$ cat src/rtl/twr_pkg.sv
// Shared constants, codes and control structs of the ranging responder.
package twr_pkg;

    // Frame header constants
    localparam logic [15:0] FC_DATA_SHORT = 16'h8841;
    localparam logic [7:0]  FN_POLL       = 8'h21;
    localparam logic [7:0]  FN_FINAL      = 8'h23;
    localparam logic        OP_TIMEOUT    = 1'b1;

    // Field and datapath widths
    localparam int CFG_W      = 16;
    localparam int CFG_IDX_W  = 3;
    localparam int RX_W       = 40;
    localparam int TS_W       = 32;
    localparam int DEN_W      = 34;
    localparam int PROD_W     = 64;
    localparam int DIST_SHIFT = 12;
    // delay * 65536 >> 8 is delay << 8
    localparam int DELAY_SHIFT = 8;
    localparam int DIV_STEPS   = PROD_W;

    // Configuration register indexes
    typedef logic [CFG_IDX_W-1:0] t_cfg_idx;
    localparam t_cfg_idx CFG_PAN   = 3'd0;
    localparam t_cfg_idx CFG_OWN   = 3'd1;
    localparam t_cfg_idx CFG_PEER  = 3'd2;
    localparam t_cfg_idx CFG_DELAY = 3'd3;
    localparam t_cfg_idx CFG_SCALE = 3'd4;

    // Configuration reset values
    localparam logic [CFG_W-1:0] RST_PAN   = 16'hDECA;
    localparam logic [CFG_W-1:0] RST_OWN   = 16'h4157;
    localparam logic [CFG_W-1:0] RST_PEER  = 16'h4556;
    localparam logic [CFG_W-1:0] RST_DELAY = 16'd2600;
    localparam logic [CFG_W-1:0] RST_SCALE = 16'd19212;

    // Result status codes
    typedef logic [2:0] t_status;
    localparam t_status ST_IGNORED = 3'd0;
    localparam t_status ST_POLL_OK = 3'd1;
    localparam t_status ST_RANGE   = 3'd2;
    localparam t_status ST_REJECT  = 3'd3;
    localparam t_status ST_TIMEOUT = 3'd4;

    // Controller to datapath commands
    typedef struct packed {
        logic    load_in;
        logic    load_diff;
        logic    keep_poll;
        logic    mul_rr;
        logic    mul_dd;
        logic    mul_scale;
        logic    div_init;
        logic    div_step;
        logic    sat_load;
        logic    dist_load;
        logic    out_load;
        t_status res;
    } t_cmd;

    // Datapath to controller status
    typedef struct packed {
        logic timeout;
        logic match_poll;
        logic match_final;
        logic den_zero;
        logic out_free;
    } t_stat;

endpackage

$ cat src/rtl/twr_ctrl.sv
// Sequencing state machine of the ranging responder.
module twr_ctrl
    import twr_pkg::*;
(
    input  logic  i_clk,
    input  logic  i_rst_n,
    input  logic  i_in_valid,
    output logic  o_in_stall,
    input  t_stat i_stat,
    output t_cmd  o_cmd
);

    localparam logic [3:0] S_IDLE  = 4'd0;
    localparam logic [3:0] S_EVAL  = 4'd1;
    localparam logic [3:0] S_MUL_A = 4'd2;
    localparam logic [3:0] S_MUL_B = 4'd3;
    localparam logic [3:0] S_DIFF  = 4'd4;
    localparam logic [3:0] S_DIV   = 4'd5;
    localparam logic [3:0] S_SAT   = 4'd6;
    localparam logic [3:0] S_MUL_C = 4'd7;
    localparam logic [3:0] S_DIST  = 4'd8;
    localparam logic [3:0] S_OUT   = 4'd9;

    localparam int CNT_W = $clog2(DIV_STEPS);
    localparam logic [CNT_W-1:0] DIV_LAST = CNT_W'(DIV_STEPS - 1);

    logic [3:0]       r_state, n_state;
    logic [CNT_W-1:0] r_cnt, n_cnt;
    logic             r_await, n_await;
    t_status          r_res, n_res;
    logic             w_in_acc;

    assign o_in_stall = (r_state != S_IDLE);
    assign w_in_acc   = i_in_valid && !o_in_stall;

    // Next state and commands
    always_comb begin
        n_state = r_state;
        n_cnt   = r_cnt;
        n_await = r_await;
        n_res   = r_res;
        o_cmd   = '0;
        o_cmd.res = r_res;
        unique case (r_state)
            S_IDLE: begin
                o_cmd.load_in = w_in_acc;
                if (w_in_acc) begin
                    n_state = S_EVAL;
                end
            end
            S_EVAL: begin
                o_cmd.load_diff = 1'b1;
                n_state = S_OUT;
                if (i_stat.timeout) begin
                    n_res   = ST_TIMEOUT;
                    n_await = 1'b0;
                end else if (!r_await) begin
                    if (i_stat.match_poll) begin
                        n_res           = ST_POLL_OK;
                        n_await         = 1'b1;
                        o_cmd.keep_poll = 1'b1;
                    end else begin
                        n_res = ST_IGNORED;
                    end
                end else begin
                    n_res   = ST_REJECT;
                    n_await = 1'b0;
                    if (i_stat.match_final) begin
                        n_state = S_MUL_A;
                    end
                end
            end
            S_MUL_A: begin
                o_cmd.mul_rr = 1'b1;
                n_state = S_MUL_B;
            end
            S_MUL_B: begin
                o_cmd.mul_dd = 1'b1;
                // zero denominator: answer as rejected final
                n_state = i_stat.den_zero ? S_OUT : S_DIFF;
            end
            S_DIFF: begin
                o_cmd.div_init = 1'b1;
                n_cnt   = '0;
                n_state = S_DIV;
            end
            S_DIV: begin
                o_cmd.div_step = 1'b1;
                n_cnt = r_cnt + 1'b1;
                if (r_cnt == DIV_LAST) begin
                    n_state = S_SAT;
                end
            end
            S_SAT: begin
                o_cmd.sat_load = 1'b1;
                n_state = S_MUL_C;
            end
            S_MUL_C: begin
                o_cmd.mul_scale = 1'b1;
                n_state = S_DIST;
            end
            S_DIST: begin
                o_cmd.dist_load = 1'b1;
                n_res   = ST_RANGE;
                n_state = S_OUT;
            end
            S_OUT: begin
                if (i_stat.out_free) begin
                    o_cmd.out_load = 1'b1;
                    n_state = S_IDLE;
                end
            end
            default: begin
                n_state = S_IDLE;
            end
        endcase
    end

    // Hold control state
    always_ff @(posedge i_clk) begin
        if (!i_rst_n) begin
            r_state <= S_IDLE;
            r_cnt   <= '0;
            r_await <= 1'b0;
            r_res   <= ST_IGNORED;
        end else begin
            r_state <= n_state;
            r_cnt   <= n_cnt;
            r_await <= n_await;
            r_res   <= n_res;
        end
    end

`ifndef SYNTHESIS
    a_accept_to_eval: assert property (@(posedge i_clk) disable iff (!i_rst_n)
        w_in_acc |=> r_state == S_EVAL)
        else $error("accepted item did not enter evaluation");

    a_load_when_free: assert property (@(posedge i_clk) disable iff (!i_rst_n)
        o_cmd.out_load |-> i_stat.out_free)
        else $error("output loaded while occupied and stalled");

    a_div_length: assert property (@(posedge i_clk) disable iff (!i_rst_n)
        (r_state == S_DIV && r_cnt == DIV_LAST) |=> r_state == S_SAT)
        else $error("divider did not finish after its last step");

    a_timeout_clears: assert property (@(posedge i_clk) disable iff (!i_rst_n)
        (r_state == S_EVAL && i_stat.timeout) |=> !r_await)
        else $error("timeout did not return to poll wait");
`endif

endmodule

$ cat src/rtl/twr_dp.sv
// Datapath of the ranging responder: header match, multiplier, divider, output register.
module twr_dp
    import twr_pkg::*;
(
    input  logic                 i_clk,
    input  logic                 i_rst_n,
    input  logic                 i_opcode,
    input  logic [15:0]          i_frame_control,
    input  logic [15:0]          i_frame_pan,
    input  logic [15:0]          i_dest_address,
    input  logic [15:0]          i_src_address,
    input  logic [7:0]           i_function_code,
    input  logic [RX_W-1:0]      i_rx_stamp,
    input  logic [RX_W-1:0]      i_reply_tx_stamp,
    input  logic [TS_W-1:0]      i_poll_tx_stamp,
    input  logic [TS_W-1:0]      i_reply_rx_stamp,
    input  logic [TS_W-1:0]      i_final_tx_stamp,
    input  logic                 i_cfg_we,
    input  t_cfg_idx             i_cfg_index,
    input  logic [CFG_W-1:0]     i_cfg_data,
    input  t_cmd                 i_cmd,
    output t_stat                o_stat,
    output logic                 o_out_valid,
    input  logic                 i_out_stall,
    output logic [2:0]           o_status,
    output logic                 o_send_reply,
    output logic [TS_W-1:0]      o_reply_time,
    output logic                 o_range_valid,
    output logic signed [TS_W-1:0] o_tof_units,
    output logic signed [TS_W-1:0] o_distance_mm
);

    localparam logic [TS_W-1:0] SAT_MAX = {1'b0, {(TS_W-1){1'b1}}};
    localparam logic [TS_W-1:0] SAT_MIN = {1'b1, {(TS_W-1){1'b0}}};
    localparam int DMAG_W = PROD_W - DIST_SHIFT - 16;

    // Configuration registers
    logic [CFG_W-1:0] r_cfg_pan, r_cfg_own, r_cfg_peer, r_cfg_delay, r_cfg_scale;

    // Captured item
    logic            r_op;
    logic [15:0]     r_fc, r_pan, r_dst, r_src;
    logic [7:0]      r_fn;
    logic [RX_W-1:0] r_rx;
    logic [TS_W-1:0] r_rtx, r_ptx, r_rrx, r_ftx;
    logic [TS_W-1:0] r_poll_rx;

    // Ranging arithmetic
    logic [TS_W-1:0]   r_ra, r_rb, r_da, r_db;
    logic [DEN_W-1:0]  r_den;
    logic [PROD_W-1:0] r_pa, r_pb;
    logic [PROD_W-1:0] r_quo;
    logic [DEN_W-1:0]  r_rem;
    logic              r_neg;
    logic [TS_W-1:0]   r_tof, r_tmag, r_dist;
    logic              r_negd;
    logic              r_out_valid;

    logic              w_hdr;
    logic [TS_W-1:0]   w_ma, w_mb;
    logic [PROD_W-1:0] w_prod;
    logic              w_neg;
    logic [PROD_W-1:0] w_mag;
    logic [DEN_W:0]    w_shift, w_trial;
    logic              w_fit;
    logic              w_negq, w_qbig;
    logic [TS_W-1:0]   w_tof, w_tmag;
    logic [DMAG_W-1:0] w_dmag;
    logic              w_negd, w_dbig;
    logic [TS_W-1:0]   w_dist;
    logic [TS_W-1:0]   w_rtime;

    // Write configuration registers
    always_ff @(posedge i_clk) begin
        if (!i_rst_n) begin
            r_cfg_pan   <= RST_PAN;
            r_cfg_own   <= RST_OWN;
            r_cfg_peer  <= RST_PEER;
            r_cfg_delay <= RST_DELAY;
            r_cfg_scale <= RST_SCALE;
        end else if (i_cfg_we) begin
            unique case (i_cfg_index)
                CFG_PAN:   r_cfg_pan   <= i_cfg_data;
                CFG_OWN:   r_cfg_own   <= i_cfg_data;
                CFG_PEER:  r_cfg_peer  <= i_cfg_data;
                CFG_DELAY: r_cfg_delay <= i_cfg_data;
                CFG_SCALE: r_cfg_scale <= i_cfg_data;
                default: ;
            endcase
        end
    end

    // Capture the accepted item
    always_ff @(posedge i_clk) begin
        if (i_cmd.load_in) begin
            r_op  <= i_opcode;
            r_fc  <= i_frame_control;
            r_pan <= i_frame_pan;
            r_dst <= i_dest_address;
            r_src <= i_src_address;
            r_fn  <= i_function_code;
            r_rx  <= i_rx_stamp;
            r_rtx <= i_reply_tx_stamp[TS_W-1:0];
            r_ptx <= i_poll_tx_stamp;
            r_rrx <= i_reply_rx_stamp;
            r_ftx <= i_final_tx_stamp;
        end
    end

    // Keep the low poll receive time
    always_ff @(posedge i_clk) begin
        if (!i_rst_n) begin
            r_poll_rx <= '0;
        end else if (i_cmd.keep_poll) begin
            r_poll_rx <= r_rx[TS_W-1:0];
        end
    end

    // Header match
    assign w_hdr = (r_op != OP_TIMEOUT) && (r_fc == FC_DATA_SHORT) &&
                   (r_pan == r_cfg_pan) && (r_dst == r_cfg_own) &&
                   (r_src == r_cfg_peer);

    assign o_stat.timeout     = (r_op == OP_TIMEOUT);
    assign o_stat.match_poll  = w_hdr && (r_fn == FN_POLL);
    assign o_stat.match_final = w_hdr && (r_fn == FN_FINAL);
    assign o_stat.den_zero    = (r_den == '0);
    assign o_stat.out_free    = !r_out_valid || !i_out_stall;

    // Wrapping round and reply intervals
    always_ff @(posedge i_clk) begin
        if (i_cmd.load_diff) begin
            r_ra <= r_rrx - r_ptx;
            r_rb <= r_rx[TS_W-1:0] - r_rtx;
            r_da <= r_ftx - r_rrx;
            r_db <= r_rtx - r_poll_rx;
        end
    end

    // Shared multiplier: Ra*Rb, then Da*Db, then tof magnitude times scale
    always_comb begin
        if (i_cmd.mul_dd) begin
            w_ma = r_da;
            w_mb = r_db;
        end else if (i_cmd.mul_scale) begin
            w_ma = r_tmag;
            w_mb = TS_W'(r_cfg_scale);
        end else begin
            w_ma = r_ra;
            w_mb = r_rb;
        end
    end

    assign w_prod = PROD_W'(w_ma) * PROD_W'(w_mb);

    always_ff @(posedge i_clk) begin
        if (i_cmd.mul_rr || i_cmd.mul_scale) begin
            r_pa <= w_prod;
        end
        if (i_cmd.mul_dd) begin
            r_pb <= w_prod;
        end
        if (i_cmd.mul_rr) begin
            r_den <= DEN_W'(r_ra) + DEN_W'(r_rb) + DEN_W'(r_da) + DEN_W'(r_db);
        end
    end

    // Signed numerator as sign and magnitude
    assign w_neg = (r_pa < r_pb);
    assign w_mag = w_neg ? (r_pb - r_pa) : (r_pa - r_pb);

    // Restoring divider, one quotient bit per cycle
    assign w_shift = {r_rem, r_quo[PROD_W-1]};
    assign w_trial = w_shift - {1'b0, r_den};
    assign w_fit   = (w_shift >= {1'b0, r_den});

    always_ff @(posedge i_clk) begin
        if (i_cmd.div_init) begin
            r_quo <= w_mag;
            r_rem <= '0;
            r_neg <= w_neg;
        end else if (i_cmd.div_step) begin
            r_rem <= w_fit ? w_trial[DEN_W-1:0] : w_shift[DEN_W-1:0];
            r_quo <= {r_quo[PROD_W-2:0], w_fit};
        end
    end

    // Saturate the quotient to signed 32 bits
    assign w_negq = r_neg && (r_quo != '0);
    assign w_qbig = |r_quo[PROD_W-1:TS_W-1];

    always_comb begin
        if (w_negq) begin
            w_tof  = w_qbig ? SAT_MIN : (~r_quo[TS_W-1:0] + 1'b1);
            w_tmag = w_qbig ? SAT_MIN : r_quo[TS_W-1:0];
        end else begin
            w_tof  = w_qbig ? SAT_MAX : r_quo[TS_W-1:0];
            w_tmag = w_tof;
        end
    end

    always_ff @(posedge i_clk) begin
        if (i_cmd.sat_load) begin
            r_tof  <= w_tof;
            r_tmag <= w_tmag;
            r_negd <= w_negq;
        end
    end

    // Scale to millimetres and saturate
    assign w_dmag = r_pa[DMAG_W+DIST_SHIFT-1:DIST_SHIFT];
    assign w_negd = r_negd && (w_dmag != '0);
    assign w_dbig = |w_dmag[DMAG_W-1:TS_W-1];

    always_comb begin
        if (w_negd) begin
            w_dist = w_dbig ? SAT_MIN : (~w_dmag[TS_W-1:0] + 1'b1);
        end else begin
            w_dist = w_dbig ? SAT_MAX : w_dmag[TS_W-1:0];
        end
    end

    always_ff @(posedge i_clk) begin
        if (i_cmd.dist_load) begin
            r_dist <= w_dist;
        end
    end

    // Delayed reply time
    assign w_rtime = r_rx[RX_W-1:DELAY_SHIFT] + TS_W'({r_cfg_delay, {DELAY_SHIFT{1'b0}}});

    // Output register
    always_ff @(posedge i_clk) begin
        if (!i_rst_n) begin
            r_out_valid <= 1'b0;
        end else if (i_cmd.out_load) begin
            r_out_valid <= 1'b1;
        end else if (!i_out_stall) begin
            r_out_valid <= 1'b0;
        end
    end

    always_ff @(posedge i_clk) begin
        if (i_cmd.out_load) begin
            o_status      <= i_cmd.res;
            o_send_reply  <= (i_cmd.res == ST_POLL_OK);
            o_reply_time  <= (i_cmd.res == ST_POLL_OK) ? w_rtime : '0;
            o_range_valid <= (i_cmd.res == ST_RANGE);
            o_tof_units   <= (i_cmd.res == ST_RANGE) ? $signed(r_tof) : '0;
            o_distance_mm <= (i_cmd.res == ST_RANGE) ? $signed(r_dist) : '0;
        end
    end

    assign o_out_valid = r_out_valid;

endmodule

$ cat src/rtl/twr_responder_tof_unit.sv
// Two-way ranging responder: poll handling, reply timing, time of flight and distance.
// Timeout, ignored, poll and mismatched items go from evaluation to the output state; a
// final with all intervals zero passes the two multiplies first; a matching final adds the
// divide, saturate, scale and distance states. One item at a time: the next is taken in the
// cycle after the result is loaded, so an output stall also holds off the next item.
// Reset (synchronous, active low) empties the output, restores defaults, waits for a poll.
module twr_responder_tof_unit
    import twr_pkg::*;
(
    input  logic                   i_clk,
    input  logic                   i_rst_n,
    input  logic                   i_in_valid,
    output logic                   o_in_stall,
    input  logic                   i_opcode,
    input  logic [15:0]            i_frame_control,
    input  logic [15:0]            i_frame_pan,
    input  logic [15:0]            i_dest_address,
    input  logic [15:0]            i_src_address,
    input  logic [7:0]             i_function_code,
    input  logic [RX_W-1:0]        i_rx_stamp,
    input  logic [RX_W-1:0]        i_reply_tx_stamp,
    input  logic [TS_W-1:0]        i_poll_tx_stamp,
    input  logic [TS_W-1:0]        i_reply_rx_stamp,
    input  logic [TS_W-1:0]        i_final_tx_stamp,
    output logic                   o_out_valid,
    input  logic                   i_out_stall,
    output logic [2:0]             o_status,
    output logic                   o_send_reply,
    output logic [TS_W-1:0]        o_reply_time,
    output logic                   o_range_valid,
    output logic signed [TS_W-1:0] o_tof_units,
    output logic signed [TS_W-1:0] o_distance_mm,
    input  logic                   i_cfg_we,
    input  t_cfg_idx               i_cfg_index,
    input  logic [CFG_W-1:0]       i_cfg_data
);

    t_cmd  w_cmd;
    t_stat w_stat;

    // Sequencer
    twr_ctrl u_ctrl (
        .i_clk      (i_clk),
        .i_rst_n    (i_rst_n),
        .i_in_valid (i_in_valid),
        .o_in_stall (o_in_stall),
        .i_stat     (w_stat),
        .o_cmd      (w_cmd)
    );

    // Arithmetic and result register
    twr_dp u_dp (
        .i_clk            (i_clk),
        .i_rst_n          (i_rst_n),
        .i_opcode         (i_opcode),
        .i_frame_control  (i_frame_control),
        .i_frame_pan      (i_frame_pan),
        .i_dest_address   (i_dest_address),
        .i_src_address    (i_src_address),
        .i_function_code  (i_function_code),
        .i_rx_stamp       (i_rx_stamp),
        .i_reply_tx_stamp (i_reply_tx_stamp),
        .i_poll_tx_stamp  (i_poll_tx_stamp),
        .i_reply_rx_stamp (i_reply_rx_stamp),
        .i_final_tx_stamp (i_final_tx_stamp),
        .i_cfg_we         (i_cfg_we),
        .i_cfg_index      (i_cfg_index),
        .i_cfg_data       (i_cfg_data),
        .i_cmd            (w_cmd),
        .o_stat           (w_stat),
        .o_out_valid      (o_out_valid),
        .i_out_stall      (i_out_stall),
        .o_status         (o_status),
        .o_send_reply     (o_send_reply),
        .o_reply_time     (o_reply_time),
        .o_range_valid    (o_range_valid),
        .o_tof_units      (o_tof_units),
        .o_distance_mm    (o_distance_mm)
    );

endmodule

$ cat config.mk
export PLATFORM = sky130hd
export DESIGN_NAME = twr_responder_tof_unit
export DESIGN_NICKNAME = d
export VERILOG_FILES = /design/src/rtl/twr_pkg.sv /design/src/rtl/twr_ctrl.sv /design/src/rtl/twr_dp.sv /design/src/rtl/twr_responder_tof_unit.sv
export SDC_FILE = /design/constraint.sdc
export NUM_CORES = 2
export LEC_CHECK = 0
export BUFFER_PORTS_ARGS = -buffer_cell sky130_fd_sc_hd__buf_2
export CAP_MARGIN = 5
export CELL_PAD_IN_SITES_DETAIL_PLACEMENT = 0
export CELL_PAD_IN_SITES_GLOBAL_PLACEMENT = 1
export CORE_MARGIN = 8
export CORE_UTILIZATION = 54
export CTS_CLUSTER_SIZE = 30
export DETAILED_ROUTE_END_ITERATION = 7
export HOLD_SLACK_MARGIN = 0.1
export PLACE_DENSITY = 0.86
export SLEW_MARGIN = 0
export SYNTH_ARGS = -nofsm -noshare
export SYNTH_HDL_FRONTEND = slang
export SYNTH_SLANG_ARGS = --single-unit
$ cat constraint.sdc
create_clock -name i_clk -period 20.2 [get_ports i_clk]
set_clock_uncertainty 0.15 [all_clocks]
set_input_delay 1.01 -clock i_clk [delete_from_list [all_inputs] [get_ports i_clk]]
set_output_delay 1.01 -clock i_clk [all_outputs]
set_load 0.01 [all_outputs]
==> impl_metrics.py <==
metrics = {
    "detailed_routing": {
        "wl_um": 274000,
        "viasPerCell": 5.85,
        "dr_total_vias": 68400,
        "drtAntennaViolNets": 0,
        "drt_iter0_drc": 6325,
        "dr.pass1.iters": 8,
        "routedWlPerCell_um": 23.5,
        "drc_errors": 0,
    },
    "clocking": {
        "path_clk_slew_ns": 0.07,
        "ctsHoldBuffers": 0,
        "cts-resized-gates": 0,
        "cts_tree": "yes",
        "cts_sinks": 954,
        "cts_root_buf": "clkbuf_16",
        "post-cts-setup-buffers": 0,
        "ctsHtreeMaxLevel": 3,
        "cts_made_buffers": 103,
        "cts_buffer_depth": 3,
        "clock_latency_ns": 0.78,
    },
    "synth": {
        "async_flop_share": 0,
        "syn_area_sq_um": 87000,
        "yosys-top-cells-area": "edfxtp_1 (27%), fa_1 (22%), ha_1 (9.1%)",
        "synth_edf_count": 793,
        "synth_top_area_frac": 0.274,
        "syn_nets": 11000,
        "netlist_instances": 9158,
        "synth.distinct_cells": 85,
        "synth.avg_cell_area_sq_um": 9.50,
        "synth-seq-cells": 954,
        "synthFlopType": "edfxtp_1",
        "seq_area_frac_synth": 0.311,
        "yosysWarnings": 0,
        "yosysTopAreaCell": "edfxtp_1",
    },
    "placement": {
        "io_buffers": 367,
        "dp_hpwl_um": 217000,
        "place_congestion": 0.972,
    },
    "final_layout": {
        "drive_gt1_frac": 0.0814,
        "area_growth_pct": 9.33,
        "final_common_cell": "inv_1",
        "nFillCells": 13800,
        "most-common-layout-cells": "inv_1 (1404), nor2_1 (1049), nand2_1 (955)",
        "fin_nets": 11300,
    },
    "sta": {
        "slew-limit-headroom": 0.0910,
        "fin_tns_setup_ns": 0,
        "rsz0062_at_grt": "no",
        "fmax_mhz": 81.9,
        "finalWorstPathRequiredPeriod_ns": 12.21,
        "hold_viol": 0,
        "fin_crit_sh": 0.605,
        "tightestPinTransition_ns": 1.36,
        "drv_slew": 0,
        "setup_viol": 0,
    },
    "floorplan": {
        "die_area_sq_um": 174000,
        "die_x_um": 417,
        "rows": 147,
        "core_sq_um": 160000,
        "ios": 376,
        "initial_core_util": 0.542,
        "die_h_um": 417,
    },
    "setup_path": {
        "crit_required_ns": 20.54,
        "crit_path_end_kind": "register",
        "crit_type": "register to register",
        "critical_path_arrival_ns": 12.55,
        "cpMostUsedCell": "fa_1",
        "worst_path_max_delay_cell": "o21a_1",
        "worst-path-max-fanout": 107,
        "critPathMaxStageDelay_ns": 1.16,
        "setup.worst_path.start_class": "register",
    },
    "grt": {
        "antenna_found_initial": 26,
        "grt_pass1_vias": 69500,
        "grt_max_degree": 108,
        "grt.total_usage": 0.310,
        "grt_overflow": 0,
        "grt_pass1_wl_um": 415000,
    },
    "job": {
        "cap_viol_max_count": 0,
    },
    "status": {
        "status": "complete, no violations",
    },
    "hold_path": {
        "hold_class": "input port to register",
    },
}
-- cell usage after synthesis, drive strengths merged, types with 33 or more instances --
master,count
xor2,139
dfxtp,161
xnor2,239
o21bai,59
nor2,1053
edfxtp,793
buf,39
nand2,957
o21ai,408
mux2i,100
a21oi,531
nand4,72
a31oi,51
a211oi,59
nor2b,61
ha,631
nor4,43
fa,938
inv,1409
or3,33
o211ai,35
clkbuf,323
and3,45
nand2b,68
nor3,78
o21a,121
nand3,125
a21o,189
and2,91
-- critical path: cells and delay by family (launching register included) --
kind	cells	cell delay, ns
buffers and inverters	4	1.57
AND/OR/NAND/NOR	5	0.88
XOR/XNOR	1	0.15
adder cells (fa/ha/maj)	9	4.50
flip-flops	1	0.50
AO/OA/AOI/OAI	9	4.11
-- final cells by class --
type / count / area [sq um] / area share
Timing Repair Buffer: 510 / 2910 / 0.0306
Tap cell: 2160 / 2700 / 0.0284
Antenna cell: 24 / 60.1 / 0.000631
Sequential cell: 954 / 27000 / 0.284
Inverter: 1409 / 5290 / 0.0557
Clock inverter: 76 / 992 / 0.0104
Clock buffer: 115 / 2650 / 0.0279
Multi-Input combinational cell: 6433 / 53500 / 0.562
-- layer usage --
metal  vias to the layer above  GRT usage  part of all wire
li1                      30800          -                 -
met1                     33800      0.406              0.41
met2                      3095      0.493              0.45
met3                       698     0.0759             0.095
met4                         4      0.137             0.050
met5                         -          0           0.00012
-- state kept, by name, indices dropped and copies added, names as in the netlist, 31 cells and up --
name                flops
u_dp.r_tmag            32
u_dp.r_den             34
u_dp.r_quo             64
u_dp.r_ptx             32
u_dp.r_pb              64
u_dp.r_poll_rx         32
u_dp.o_reply_time      32
u_dp.r_dist            32
u_dp.r_rem             34
u_dp.r_ftx             32
u_dp.r_rb              32
u_dp.o_distance_mm     32
u_dp.r_da              32
u_dp.r_pa              64
u_dp.r_rx              40
u_dp.r_rtx             32
u_dp.r_rrx             32
u_dp.r_ra              32
u_dp.r_tof             31
u_dp.r_db              32
u_dp.o_tof_units       32
-- logic make-up after synthesis --
| logic type | after synthesis | synth area share |
|---|---|---|
| simple gates | 2691 | 0.134 |
| fa+ha+maj | 1569 | 0.307 |
| mux | 110 | 0.0128 |
| compound gates | 1685 | 0.121 |
| flops | 954 | 0.311 |
| xor+xnor | 378 | 0.0381 |
| buf+inv | 1771 | 0.0766 |
-- path summary, 6_finish.rpt --
path	startpoint	endpoint	slack, ns	cells after the start
worst max register to register	u_ctrl.r_state[0]	u_dp.r_pa[63]	7.99	28
worst max-delay path	u_ctrl.r_state[0]	u_dp.r_pa[63]	7.99	28
worst min register to register	u_dp.r_cfg_own[12]	u_dp.r_cfg_own[12]	0.31	2
worst min-delay path	i_dest_address[2]	u_dp.r_dst[2]	0.26	1
-- through the flow --
stage | std cells | worst slack [ns] | hold slack, ns | util | instance area (sq um)
2_1_floorplan | 9158 | 10.84 | 0.282 | - | 87000
3_3_place_gp | 11500 | 8.37 | 0.296 | 0.570 | 91400
3_5_place_dp | 11500 | 8.27 | 0.297 | 0.570 | 91400
4_1_cts | 11700 | 8.20 | 0.182 | 0.593 | 95100
5_1_grt | 11700 | 7.47 | 0.219 | 0.593 | 95100
6_report | 11700 | 7.99 | 0.256 | 0.593 | 95100
Power is not shown: default switching activity piles up to over one toggle a cycle in this logic, so the estimate is an artifact.
